$ cat config.mk
export PLATFORM = sky130hd
export DESIGN_NAME = plie_lane
export DESIGN_NICKNAME = d
export VERILOG_FILES = /design/src/plie_pkg.sv /design/src/plie_lane.sv
export SDC_FILE = /design/constraint.sdc
export NUM_CORES = 1
export LEC_CHECK = 0
export BUFFER_PORTS_ARGS = -buffer_cell sky130_fd_sc_hd__buf_2
export CAP_MARGIN = 20
export CORE_UTILIZATION = 45
export CTS_CLUSTER_SIZE = 30
export DETAILED_ROUTE_END_ITERATION = 12
export PLACE_DENSITY = 0.85
export SLEW_MARGIN = 20
export SYNTH_ARGS = -nofsm -noshare
export SYNTH_HDL_FRONTEND = slang
export SYNTH_SLANG_ARGS = --single-unit
export TNS_END_PERCENT = 1
$ cat constraint.sdc
create_clock -name clk -period 1.8 [get_ports clk]
set_clock_uncertainty 0.1 [all_clocks]
set_input_delay 0.54 -clock clk [delete_from_list [all_inputs] [get_ports clk]]
set_output_delay 0.54 -clock clk [all_outputs]
set_load 0.02 [all_outputs]
$ cat src/plie_pkg.sv
// ----------------------------------------------------------------------------
// plie_pkg
// Shared widths, defaults, lane control and a CRC helper for the PCM line
// interleave encoder.
// ----------------------------------------------------------------------------
package plie_pkg;

  localparam int SAMPLE_W    = 16;
  localparam int WORD_W      = 14;
  localparam int CRC_W       = 16;
  localparam int N_SAMPLES   = 6;
  localparam int N_CRC_WORDS = 7;
  localparam int N_LANES     = 8;
  localparam int MSG_BITS    = N_CRC_WORDS * WORD_W;

  localparam logic [CRC_W-1:0] CRC_POLY = 16'h1021;

  localparam int HISTORY_DEPTH_DEF = 128;
  localparam int DELAY_STEP_DEF    = 16;

  typedef struct packed {
    logic accept;
    logic load2;
  } lane_ctl_t;

  // CRC of a message that holds a single one at bit position pos (MSB first)
  function automatic logic [CRC_W-1:0] crc_column(int unsigned pos);
    logic [CRC_W-1:0] crc;
    int unsigned      i;
    crc = CRC_POLY;
    for (i = pos + 1; i < MSG_BITS; i++) begin
      if (crc[CRC_W-1]) begin
        crc = {crc[CRC_W-2:0], 1'b0} ^ CRC_POLY;
      end else begin
        crc = {crc[CRC_W-2:0], 1'b0};
      end
    end
    return crc;
  endfunction

endpackage

$ cat src/plie_lane.sv
// ----------------------------------------------------------------------------
// plie_lane
// One interleave lane: line delay store, zero fill until written, and the
// lane's share of the line CRC.
// ----------------------------------------------------------------------------
module plie_lane #(
  parameter int HISTORY_DEPTH = plie_pkg::HISTORY_DEPTH_DEF,
  parameter int DELAY         = 0,
  parameter bit HAS_CRC       = 1'b1,
  parameter int CRC_SLOT      = 0,
  localparam int IDX_W        = $clog2(HISTORY_DEPTH),
  localparam int CNT_W        = $clog2(HISTORY_DEPTH + 1)
) (
  input  logic                          clk,
  input  plie_pkg::lane_ctl_t           ctl,
  input  logic [IDX_W-1:0]              line_index,
  input  logic [CNT_W-1:0]              fill_count,
  input  logic [plie_pkg::WORD_W-1:0]   word_in,
  output logic [plie_pkg::WORD_W-1:0]   word_out,
  output logic [plie_pkg::CRC_W-1:0]    crc_part
);

  localparam int DLY = DELAY % HISTORY_DEPTH;

  logic                        hit1;
  logic [plie_pkg::WORD_W-1:0] word_sel;
  logic [plie_pkg::CRC_W-1:0]  crc_sel;

  always_ff @(posedge clk) begin
    if (ctl.accept) begin
      hit1 <= (fill_count >= CNT_W'(DLY));
    end
  end

  if (DLY == 0) begin : g_bypass
    logic [plie_pkg::WORD_W-1:0] word1;

    always_ff @(posedge clk) begin
      if (ctl.accept) begin
        word1 <= word_in;
      end
    end

    assign word_sel = hit1 ? word1 : '0;
  end else begin : g_store
    localparam logic [IDX_W:0] DLY_V   = (IDX_W + 1)'(DLY);
    localparam logic [IDX_W:0] DEPTH_V = (IDX_W + 1)'(HISTORY_DEPTH);

    logic [plie_pkg::WORD_W-1:0] mem [HISTORY_DEPTH];
    logic [plie_pkg::WORD_W-1:0] rdata;
    logic [IDX_W:0]              raddr_wide;
    logic [IDX_W-1:0]            raddr;

    always_comb begin
      if ({1'b0, line_index} >= DLY_V) begin
        raddr_wide = {1'b0, line_index} - DLY_V;
      end else begin
        raddr_wide = {1'b0, line_index} + DEPTH_V - DLY_V;
      end
      raddr = raddr_wide[IDX_W-1:0];
    end

    always_ff @(posedge clk) begin
      if (ctl.accept) begin
        mem[line_index] <= word_in;
        rdata           <= mem[raddr];
      end
    end

    assign word_sel = hit1 ? rdata : '0;
  end

  if (HAS_CRC) begin : g_crc
    logic [plie_pkg::CRC_W-1:0] terms [plie_pkg::WORD_W];

    for (genvar b = 0; b < plie_pkg::WORD_W; b++) begin : g_bit
      localparam logic [plie_pkg::CRC_W-1:0] COL =
        plie_pkg::crc_column(plie_pkg::WORD_W * CRC_SLOT + plie_pkg::WORD_W - 1 - b);
      assign terms[b] = word_sel[b] ? COL : '0;
    end

    always_comb begin
      crc_sel = '0;
      for (int i = 0; i < plie_pkg::WORD_W; i++) begin
        crc_sel = crc_sel ^ terms[i];
      end
    end
  end else begin : g_no_crc
    assign crc_sel = '0;
  end

  always_ff @(posedge clk) begin
    if (ctl.load2) begin
      word_out <= word_sel;
      crc_part <= crc_sel;
    end
  end

endmodule

==> impl_results.md <==
* Outcome: finished, final reports clean
* Dpl cells at 189
* Total of max-cap violations at 0
* Routed Antenna Nets at 0
* CORE AREA at 0.003771 mm2
* Final std cells w/o fill at 196
* Post-Syn Instances at 93
* CP max FO at 5
* Vias at 913
* Hold WS at 320.5 ps
* Post-synth top cells: 44 x edfxtp_1, 30 x xnor2_1, 10 x xor2_1
* Post-CTS resize count at 0
* Hold buffers post-CTS at 0
* Chip width at 65.61 um
* Share of layout cells above drive strength 1 at 39.19%
* H-tree depth at 2
* RSZ-0062 raised after global routing: false
* Critical path's most frequent cell: xnor2_1
* WL final at 2671 um
* Final period util at 94.51%
* Total negative setup slack at 0 ps
* P_leak at 0.0008627 uW
* Data arrival, critical path at 1630 ps
* Maximum VDD drop at 646.0 uV
* TritonCTS Sinks at 44
* Grt total ovfl at 0
* Worst EP required at 1730 ps
* CP max stage cell: edfxtp_1
* Power Density at 1196 mW/mm2
* Synthesized area per cell at 19.58 um2
* Ranking of synthesized cells by area: edfxtp_1 73%, xnor2_1 14%, xnor3_1 4.9%
* Drc violations at 0
* Initial antenna violation count at 0
* Hold WC Path Type: primary input to flop
* Worst path cell trace: xnor3_1 -> xnor2_1 -> xnor2_1
* Number of global-route vias before repair at 913
* Clk pwr share at 20.3%
* CTS root buffer: clkbuf_8
* CP Capture Type: flop
* Row Count at 22
* Number of flops mapped to enable cells by yosys at 44
* CP Class: flop to flop
* Slew margin rel. at 70.86%
* Most common cell in the synthesized netlist: edfxtp_1
* Synth Net Count at 125
* Gpl congestion at 0.8017
* Inserted Clock Buffers at 5
* DR pass1 iterations at 4
* Worst-path clk slew at 70 ps
* Initial cell density of the core at 48.27%
* Final hold vios at 0
* Comb power frac at 26.5%
* Max Fclk at 0.5878 GHz
* Fillers at 293
* Die footprint at 0.004304 mm2
* Final min period at 1701 ps
* Largest area contributor in the netlist: edfxtp_1
* #FFs+latches synth at 44
* CTS tree: built
* Die Y-Extent at 65.61 um
* Port buffer count at 46
* Internal power at 1916 uW
* Sw Ratio at 27.85%
* Post-synth cell types at 8
* Max stage delay on crit path at 530 ps
* Seq/Total Area, Yosys at 72.58%
* Final nets at 180
* Worst Max-Slew Pin Slew at 434.0 ps
* Primary FF master, synth: edfxtp_1
* Ys async rst share at 0%
* Slew Viols, Final at 0
* Diodes inserted at 0
* Yosys warns at 0
* Worst-Skew Late Latency at 290 ps
* P_sw at 739.5 uW
* Ports at 62
* Wirelength per Cell at 13.63 um
* Total track usage at 13.94%
* Sequential Power Share at 53.2%
* Starting DRT DRC Count at 24
* Max Root-Sink Buffers at 2
* Vias per inst at 4.658
* Largest net degree at the start of global routing at 21
* Mapped Area at 0.001820 mm2
* Global-route wire length before repair at 4140 um
* Number of setup violations in the final report at 0
* Buffer count from post-CTS setup fixing at 0
* Type of origin of the critical path: flop
* Area share of the largest cell type after synthesis at 72.58%
* Area grow syn2layout at 21.92%
## flip-flops by register name, indices dropped and copies added, names as in the netlist
| register | flops |
|---|---|
| word_out | 14 |
| g_bypass.word1 | 14 |
| crc_part | 16 |
## metal layers
| layer | vias to the layer above | track usage (%) | routed length [um] |
|---|---|---|---|
| met3 | 5 | 5.903 | 179 |
| met4 | 0 | 5.435 | 49 |
| li1 | 436 | - | - |
| met2 | 38 | 24.10 | 1411 |
| met1 | 434 | 14.98 | 1031 |
| met5 | - | 0 | 0 |
## critical path, delay by kind of cell, from the launching register on
family	cells	cell delay, ps
xor gates and xnor gates	3	820
DFF	1	530
## logic make-up (layout without fill, tap and decap cells)
family                    after synthesis  count (layout)  share of synthesized area, %
xor gates and xnor gates               47              47                         26.87
DFF                                    44              44                         72.58
buffers and inverters                   2              57                        0.5493
## power groups by stage
stage          registers, uW  clock network, uW  logic (uW)
6_report                1410                538         705
5_1_grt                 1430                589         761
4_1_cts                 1420                552         716
3_5_place_dp            1440                  0         712
3_3_place_gp            1430                  0         694
2_1_floorplan           1590                  0         341
## final timing paths
check | from | slack [ps] | end | depth (start not counted)
max reg2reg | g_bypass.word1[9] | 100 | crc_part[5] | 3
min reg2reg | g_bypass.word1[10] | 470 | word_out[10] | 0
max | g_bypass.word1[9] | 100 | crc_part[5] | 3
min | word_in[3] | 320 | g_bypass.word1[3] | 1
## cells in the final DEF, fill, tap and decap left out
cell,count
buf_12,1
buf_2,46
buf_4,3
clkbuf_8,5
clkinv_1,2
edfxtp_1,44
xnor2_1,30
xnor2_2,2
xnor3_1,4
xor2_1,10
xor2_2,1
## per-stage QoR
step / utilization, % / total power (uW) / instance area [um2] / setup slack, ps
6_report: 58.86 / 2656 / 2220 / 98.83
5_1_grt: 58.86 / 2780 / 2220 / 39.75
4_1_cts: 58.86 / 2683 / 2220 / 97.26
3_5_place_dp: 56.83 / 2148 / 2143 / 120.5
3_3_place_gp: 56.83 / 2125 / 2143 / 198.5
2_1_floorplan: - / 1932 / 1821 / 257.8
## area by class of cell
| cell class | count | area [um2] | share of cell area (%) |
|---|---|---|---|
| sequential | 44 | 1321 | 59.53 |
| tap | 48 | 60.06 | 2.706 |
| clock inverter | 2 | 7.507 | 0.3382 |
| multi-input combinational | 47 | 489.2 | 22.04 |
| timing repair buffer | 50 | 272.8 | 12.29 |
| clock buffer | 5 | 68.82 | 3.100 |
Power figures use the tool's default switching activity.
