$ cat src/plie_pkg.sv
// ----------------------------------------------------------------------------
// plie_pkg
// Shared widths, defaults, lane control and a CRC helper for the PCM line
// interleave encoder.
// ----------------------------------------------------------------------------
package plie_pkg;

  localparam int SAMPLE_W    = 16;
  localparam int WORD_W      = 14;
  localparam int CRC_W       = 16;
  localparam int N_SAMPLES   = 6;
  localparam int N_CRC_WORDS = 7;
  localparam int N_LANES     = 8;
  localparam int MSG_BITS    = N_CRC_WORDS * WORD_W;

  localparam logic [CRC_W-1:0] CRC_POLY = 16'h1021;

  localparam int HISTORY_DEPTH_DEF = 128;
  localparam int DELAY_STEP_DEF    = 16;

  typedef struct packed {
    logic accept;
    logic load2;
  } lane_ctl_t;

  // CRC of a message that holds a single one at bit position pos (MSB first)
  function automatic logic [CRC_W-1:0] crc_column(int unsigned pos);
    logic [CRC_W-1:0] crc;
    int unsigned      i;
    crc = CRC_POLY;
    for (i = pos + 1; i < MSG_BITS; i++) begin
      if (crc[CRC_W-1]) begin
        crc = {crc[CRC_W-2:0], 1'b0} ^ CRC_POLY;
      end else begin
        crc = {crc[CRC_W-2:0], 1'b0};
      end
    end
    return crc;
  endfunction

endpackage

$ cat src/plie_merge.sv
// ----------------------------------------------------------------------------
// plie_merge
// Combine lane CRC shares into the check word and hold the line result in
// the output register.
// ----------------------------------------------------------------------------
module plie_merge (
  input  logic                        clk,
  input  logic                        rst,
  input  logic                        in_valid,
  output logic                        in_ready,
  input  logic [plie_pkg::WORD_W-1:0] words [plie_pkg::N_LANES],
  input  logic [plie_pkg::CRC_W-1:0]  parts [plie_pkg::N_LANES],
  output logic                        line_valid,
  input  logic                        line_stall,
  output logic [plie_pkg::WORD_W-1:0] words_out [plie_pkg::N_LANES],
  output logic [plie_pkg::CRC_W-1:0]  check_word
);

  logic [plie_pkg::CRC_W-1:0] crc_all;

  always_comb begin
    crc_all = '0;
    for (int i = 0; i < plie_pkg::N_LANES; i++) begin
      crc_all = crc_all ^ parts[i];
    end
  end

  assign in_ready = !line_valid || !line_stall;

  always_ff @(posedge clk) begin
    if (rst) begin
      line_valid <= 1'b0;
    end else if (in_ready) begin
      line_valid <= in_valid;
    end
  end

  always_ff @(posedge clk) begin
    if (in_valid && in_ready) begin
      words_out  <= words;
      check_word <= crc_all;
    end
  end

endmodule

$ cat config.mk
export PLATFORM = sky130hd
export DESIGN_NAME = plie_merge
export DESIGN_NICKNAME = d
export VERILOG_FILES = /design/src/plie_pkg.sv /design/src/plie_merge.sv
export SDC_FILE = /design/constraint.sdc
export NUM_CORES = 1
export LEC_CHECK = 0
export BUFFER_PORTS_ARGS = -buffer_cell sky130_fd_sc_hd__buf_2
export CAP_MARGIN = 20
export CORE_AREA = 2 2 145 147
export CTS_BUF_LIST = sky130_fd_sc_hd__clkbuf_4 sky130_fd_sc_hd__clkbuf_8
export CTS_CLUSTER_SIZE = 20
export DETAILED_ROUTE_END_ITERATION = 8
export DIE_AREA = 0 0 147 149
export PLACE_DENSITY_LB_ADDON = 0.08
export SYNTH_ARGS = -nofsm -noshare
export SYNTH_HDL_FRONTEND = slang
export SYNTH_SLANG_ARGS = --single-unit
$ cat constraint.sdc
create_clock -name clk -period 4.3 [get_ports clk]
set_input_delay 0.86 -clock clk [delete_from_list [all_inputs] [get_ports clk]]
set_output_delay 0.86 -clock clk [all_outputs]
set_load 0.01 [all_outputs]
==> results.txt, run 1 <==
----------------------------------------------------
[STA]
  Count of endpoints failing setup in the final report ... 0
  Clock Skew ... between 0.009 and 0.01 ns
  Number of pins exceeding their max-slew limit in the final report ... 0
  Sum Neg Setup Slack ... 0 ns
  Worst-case hold slack ... 0.5267 ns
  Peak clock frequency supported by timing ... between 400 and 500 MHz
  Tightest slew margin relative to the limit ... 67.56%
  Final Cycle Share ... about 47%
  Final number of hold-violating endpoints ... 0
  Fin crit period ... 2.021 ns
  Setup repair after global routing missed its margin ... no
  Least-Margin Pin Slew ... between 0.4 and 0.5 ns

[Power]
  Power dissipated by switching net loads ... slightly below 0.7 mW
  Fraction of power spent switching nets ... between 20% and 30%
  Proportion of power drawn by flip-flops and latches ... between 50% and 60%
  Combinational power share ... approximately 16%
  Clock network fraction of design power ... roughly a third
  Leakage power total ... around 3.2 nW
  Worst voltage drop across the vdd grid ... about 0.16 mV
  Cell Pwr Density ... 404.2 nW/um^2
  Internal power of the cells ... ~2.3 mW

[Finish]
  Area used by multi-input combinational logic ... 1002 sq um
  Ratio of cells with drive above 1 in the final layout ... between 60% and 70%
  Fillcell total ... 2098
  Post-layout nets ... between 800 and 900
  Layout area overhead ... 53.72%
  Most common library cell in the layout ignoring fill and taps ... sky130_fd_sc_hd__buf_2
  Area occupied by registers ... around 3900 sq um
  Highest-count cells in the layout ignoring fill and taps ... sky130_fd_sc_hd__buf_2 (373), sky130_fd_sc_hd__edfxtp_1 (128), sky130_fd_sc_hd__xnor2_1 (96)

[Synth]
  Share of the yosys chip area belonging to registers ... between 70% and 80%
  Cells after Synth ... 245
  Syn_nets ... just under 500
  Post-synthesis instance area ... roughly 4900 sq um
  Syn avg cell area ... a little under 20 sq um
  Synthesis-stage register bit count ... 129
  Yosys cell types ... 8
  Number of warnings issued by yosys ... 0

[Clock tree]
  Largest buffer count on any clock path ... 2
  Number of H-tree levels ... 4
  Count of cells resized by post-cts repair ... 0
  Number of clock buffers inserted by TritonCTS ... 17
  Number of clock sinks seen by CTS ... ~130
  TritonCTS clock tree ... done
  Setup fix buffers added after clock tree synthesis ... 0
  Later-pin clock latency in the skew report ... 0.42 ns
  Post-CTS clock slew at the launch and capture registers of the worst setup and hold paths ... 0.06 ns
  Hold buffer count at cts ... 0
  Clock root cell ... sky130_fd_sc_hd__clkbuf_8

[GRT]
  Largest net degree at the start of global routing ... 66
  Initial antenna violation count ... 3
  Global-route wire length before repair ... about 19000 microns
  Via count of the first global-routing pass ... between 3000 and 4000
  Aggregate global routing overflow ... 0
  Aggregate global-route resource usage ... between 10% and 20%

[Route]
  Drt first-iter violations ... 100
  Overall via count from detail_route ... around 3400
  Initial DRT Pass Iterations ... 4
  Post-DR vias/cell ... 3.711
  Routed WL ... around 13000 microns
  Wire per inst ... between 10 and 15 microns
  DRC violations left ... 0
  Post-route antenna net violation count ... 0

[Die]
  Initial core utilization ... around a quarter
  Die outline height ... ~150 microns
  Number of primary I/O pins ... 374
  Row count ... 53
  Die Area ... 21900 sq um
  Area inside the core boundary ... between 20000 and 25000 sq um
  Width of the die ... around 150 microns

[Critical path]
  Critical Path, Cell by Cell ... buf_2, nand2_1, buf_2
  Type of the worst setup path ... input pin to primary output
  Kind of end point of the critical path ... primary output
  Dominant cell type by count on the critical path ... sky130_fd_sc_hd__buf_2
  WP buf/inv ... 2
  Largest delay contributor family on the critical path ... buffers and inverters
  CP Data Arrival Time ... 1.16 ns
  Required time at the worst-slack endpoint ... 3.44 ns
  FF-to-FF setup slack ... 2.63 ns
  Slowest cell on the critical path ... sky130_fd_sc_hd__buf_2
  Crit path max fanout ... 2
  Critical path launch point type ... input pin
  Crit path largest cell delay ... roughly 0.13 ns

[Placement]
  Routability Congestion ... between 0.7 and 0.8
  Count of input and output buffers ... between 300 and 400

[Job]
  Max Cap Violations ... 0

[Hold path]
  Classification of the worst-slack hold path ... flop to flop

[Run status]
  Run status ... finished clean

----------------------------------------------------
## synthesized netlist by cell type
cell type	n	area [sq um]
sky130_fd_sc_hd__edfxtp_1	128	3844
sky130_fd_sc_hd__xnor2_1	96	840.8
sky130_fd_sc_hd__xor2_1	16	140.1
sky130_fd_sc_hd__a21oi_1	1	5.000
sky130_fd_sc_hd__and2_1	1	6.260
sky130_fd_sc_hd__dfxtp_1	1	20.02
sky130_fd_sc_hd__nand2_1	1	3.750
sky130_fd_sc_hd__nor2_1	1	3.750
## logic make-up after synthesis
logic type      Yosys count  share of synthesized area [%]
compound gates            1                         0.1028
simple gates              3                         0.2829
flops                   129                          79.44
xor+xnor                112                          20.17
## flip-flops by register name (all words and copies together) (netlist names)
register and cells:
line_valid 1, check_word 16, words_out 112
## layout make-up
cell class / instances / area share, %
flip-flops and latches: 129 / 51.68
repair buffers: 375 / 25.34
clock buffers: 19 / 3.331
multi-input cells: 116 / 13.41
diodes: 1 / 0.03347
well taps: 275 / 4.603
clock inverters: 10 / 1.607
## worst min-delay path, stage by stage (launching register included)
cell	delay, ns
sky130_fd_sc_hd__dfxtp_1	0.35
sky130_fd_sc_hd__a21oi_1	0.07
sky130_fd_sc_hd__nor2_1	0.07
## stage by stage
step	util [%]	area, sq um	cells	worst slack (ns)	total power, mW
2_1_floorplan	-	4865	245	1.275	1.811
3_3_place_gp	34.56	7104	895	1.956	2.063
3_5_place_dp	34.56	7104	895	1.926	2.064
4_1_cts	36.35	7473	924	2.277	3.086
5_1_grt	36.35	7473	924	2.261	3.178
6_report	36.37	7476	925	2.279	3.022
## routing by layer
| metal | vias up | track usage, % | wire, microns |
|---|---|---|---|
| li1 | 1663 | - | - |
| met1 | 1545 | 10.72 | 4049 |
| met2 | 198 | 21.74 | 7311 |
| met3 | 23 | 6.239 | 1561 |
| met4 | 4 | 5.865 | 337 |
| met5 | - | 0 | 27 |
## power by group through the flow
stage                     logic [mW]  clock network (mW)  registers (mW)
after detailed placement       0.504                   0            1.56
after global routing           0.538                1.10            1.54
final                          0.489                1.00            1.53
after CTS                      0.503                1.05            1.53
after global placement         0.502                   0            1.56
after floorplan                0.189                   0            1.62
## path summary, 6_finish.rpt
kind | to | depth (start not counted) | start
hold reg to reg | line_valid | 2 | line_valid
setup / recovery | in_ready | 3 | line_stall
setup reg to reg | words_out[45] | 3 | line_valid
hold / removal | line_valid | 2 | line_valid
Note: power is estimated with default switching activity, not from simulation.
==> inputs of run 2 (changes only) <==
--- a/config.mk
+++ b/config.mk
@@ -7,11 +7,11 @@
 export LEC_CHECK = 0
 export BUFFER_PORTS_ARGS = -buffer_cell sky130_fd_sc_hd__buf_2
 export CAP_MARGIN = 20
-export CORE_AREA = 2 2 145 147
+export CORE_AREA = 2 2 146 148
 export CTS_BUF_LIST = sky130_fd_sc_hd__clkbuf_4 sky130_fd_sc_hd__clkbuf_8
 export CTS_CLUSTER_SIZE = 20
 export DETAILED_ROUTE_END_ITERATION = 8
-export DIE_AREA = 0 0 147 149
+export DIE_AREA = 0 0 148 150
 export PLACE_DENSITY_LB_ADDON = 0.08
 export SYNTH_ARGS = -nofsm -noshare
 export SYNTH_HDL_FRONTEND = slang
==> constraint.sdc (replaced) <==
create_clock -name clk -period 2.1 [get_ports clk]
set_input_delay 0.42 -clock clk [delete_from_list [all_inputs] [get_ports clk]]
set_output_delay 0.42 -clock clk [all_outputs]
set_load 0.01 [all_outputs]
==> run 2 against run 1 <==
Net effect: combinational power is 100% higher; first-iteration DRC count up 51%; sequential share of layout area shrank 0.62 points; flip-flop and latch count unchanged; global-route usage fell by 0.50 points; setup slack worse by 1.6 ns; via count up 0.41%; wire length down 0.29%.
==> results.txt, run 2 (synthesized netlist as in run 1, its figures left out) <==
----------------------------------------------------
[Clock tree]
  Clock root cell ... sky130_fd_sc_hd__clkbuf_8
  TritonCTS clock tree ... done
  Setup fix buffers added after clock tree synthesis ... 0
  Number of clock sinks seen by CTS ... 129
  Count of cells resized by post-cts repair ... 0
  Later-pin clock latency in the skew report ... roughly 0.42 ns
  Number of H-tree levels ... 4
  Largest buffer count on any clock path ... 2
  Hold buffer count at cts ... 0
  Post-CTS clock slew at the launch and capture registers of the worst setup and hold paths ... about 0.07 ns
  Number of clock buffers inserted by TritonCTS ... 17

[Route]
  Post-DR vias/cell ... about 3.7
  DRC violations left ... 0
  Initial DRT Pass Iterations ... 4
  Routed WL ... between 10000 and 15000 microns
  Drt first-iter violations ... about 150
  Post-route antenna net violation count ... 0
  Wire per inst ... approximately 14 microns
  Overall via count from detail_route ... about 3400

[Hold path]
  Critical hold path startpoint ... rst
  Number of cells on the worst hold path ... 2
  Classification of the worst-slack hold path ... input pin to flop
  Hold endpoint ... line_valid

[Critical path]
  FF-to-FF path depth ... 3
  Kind of end point of the critical path ... primary output
  Crit path launch ... line_valid
  Type of the worst setup path ... flop to primary output
  Crit path largest cell delay ... 0.35 ns
  Critical path launch point type ... flop
  Critical Path, Cell by Cell ... nand2_1, buf_2
  CP Data Arrival Time ... slightly below 1 ns
  Capture instance of the worst register-to-register path ... words_out[4]
  RR Startpoint ... line_valid
  Crit path max fanout ... 3
  FF-to-FF setup slack ... around 0.7 ns
  Slowest cell on the critical path ... sky130_fd_sc_hd__dfxtp_1
  Required time at the worst-slack endpoint ... between 1.5 and 2 ns

[Finish]
  Fillcell total ... ~2100
  Layout area overhead ... 55.60%
  Most common library cell in the layout ignoring fill and taps ... sky130_fd_sc_hd__buf_2
  Registers with the highest flip-flop counts ... words_out x112, check_word x16, line_valid x1
  Highest-count cells in the layout ignoring fill and taps ... sky130_fd_sc_hd__buf_2 (373), sky130_fd_sc_hd__edfxtp_1 (128), sky130_fd_sc_hd__xnor2_1 (96)
  Post-layout nets ... a little under 900
  Ratio of cells with drive above 1 in the final layout ... between 60% and 70%
  Max reg flops ... 112
  Area used by multi-input combinational logic ... roughly 1000 sq um
  Area occupied by registers ... roughly 3900 sq um
  Top register by number of flip-flops ... words_out

[GRT]
  Largest net degree at the start of global routing ... 60
  Aggregate global-route resource usage ... 11.37%
  Via count of the first global-routing pass ... 3506
  Global-route wire length before repair ... ~18000 microns
  Initial antenna violation count ... 3
  Aggregate global routing overflow ... 0

[Die]
  Die outline height ... 150 microns
  Die Area ... between 20000 and 25000 sq um
  Width of the die ... approximately 150 microns
  Number of primary I/O pins ... between 300 and 400
  Initial core utilization ... about a quarter
  Area inside the core boundary ... 20690 sq um
  Row count ... 53

[STA]
  Clock Skew ... between 0.006 and 0.007 ns
  Final number of hold-violating endpoints ... 0
  Setup repair after global routing missed its margin ... no
  Worst-case hold slack ... 0.1485 ns
  Tightest slew margin relative to the limit ... around four fifths
  Number of pins exceeding their max-slew limit in the final report ... 0
  Least-Margin Pin Slew ... 0.3287 ns
  Count of endpoints failing setup in the final report ... 0
  Peak clock frequency supported by timing ... between 700 and 800 MHz
  Sum Neg Setup Slack ... 0 ns
  Fin crit period ... around 1.4 ns
  Final Cycle Share ... ~66%

[Job]
  Max Cap Violations ... 0

[Placement]
  Routability Congestion ... about 0.7
  Count of input and output buffers ... approximately 370
  Post-DP HPWL ... approximately 11000 microns

[Run status]
  Run status ... finished clean

[Power]
  Cell Pwr Density ... roughly 860 nW/um^2
  Leakage power total ... 3.227 nW
  Worst voltage drop across the vdd grid ... between 0.3 and 0.4 mV

----------------------------------------------------
run 2: cell count changes in the layout (fill, tap and decap cells not counted), sizes merged:
| cell | delta |
|---|---|
| clkinvlp | +2 |
| clkinv | -1 |
| bufinv | +2 |
| diode | +3 |
run 2: per-layer routing:
metal,up-vias,wire [microns],global-route usage [%]
met5,-,0,0
met3,23,1318,4.726
li1,1671,-,-
met1,1551,4345,10.84
met2,202,7176,20.37
met4,0,406,6.952
run 2: worst max path at each step:
stage	endpoint	depth (start not counted)	slack (ns)
2_1_floorplan	check_word[0]	2	0.18
3_3_place_gp	check_word[10]	4	0.51
3_5_place_dp	words_out[43]	4	0.50
4_1_cts	words_out[29]	1	0.65
5_1_grt	in_ready	2	0.62
6_report	in_ready	2	0.70
run 2: metrics by stage:
step                util [%]  area, sq um  setup WS [ns]  std cells  power (mW)
finish                 36.57         7567         0.7045        931       6.480
global route           36.56         7565         0.6155        930       6.804
CTS                    36.53         7557         0.6477        927       6.618
detailed placement     34.40         7117         0.5001        895       4.222
global placement       34.40         7117         0.5074        895       4.221
floorplan                  -         4866         0.1801        245       3.704
run 2: worst max-delay path, delay by kind of cell, from the launching register on:
kind	cells	cell delay, ns
DFF	1	0.35
buffers and inverters	1	0.14
and+or+nand+nor	1	0.07
run 2: layout make-up:
cell class | count | share of cell area [%]
multi-input cells | 116 | 13.24
repair buffers | 375 | 25.20
clock inverters | 13 | 2.530
clock buffers | 19 | 3.290
flip-flops and latches | 129 | 51.06
diodes | 4 | 0.1323
well taps | 275 | 4.547
run 2: power by group:
part	internal (mW)	switching [mW]	total (mW)	leakage (nW)
Sequential	3.10	0.0440	3.14	1.25
Clock	1.42	0.921	2.34	0.219
Combinational	0.521	0.480	1.00	1.76
Total	5.04	1.44	6.48	3.23
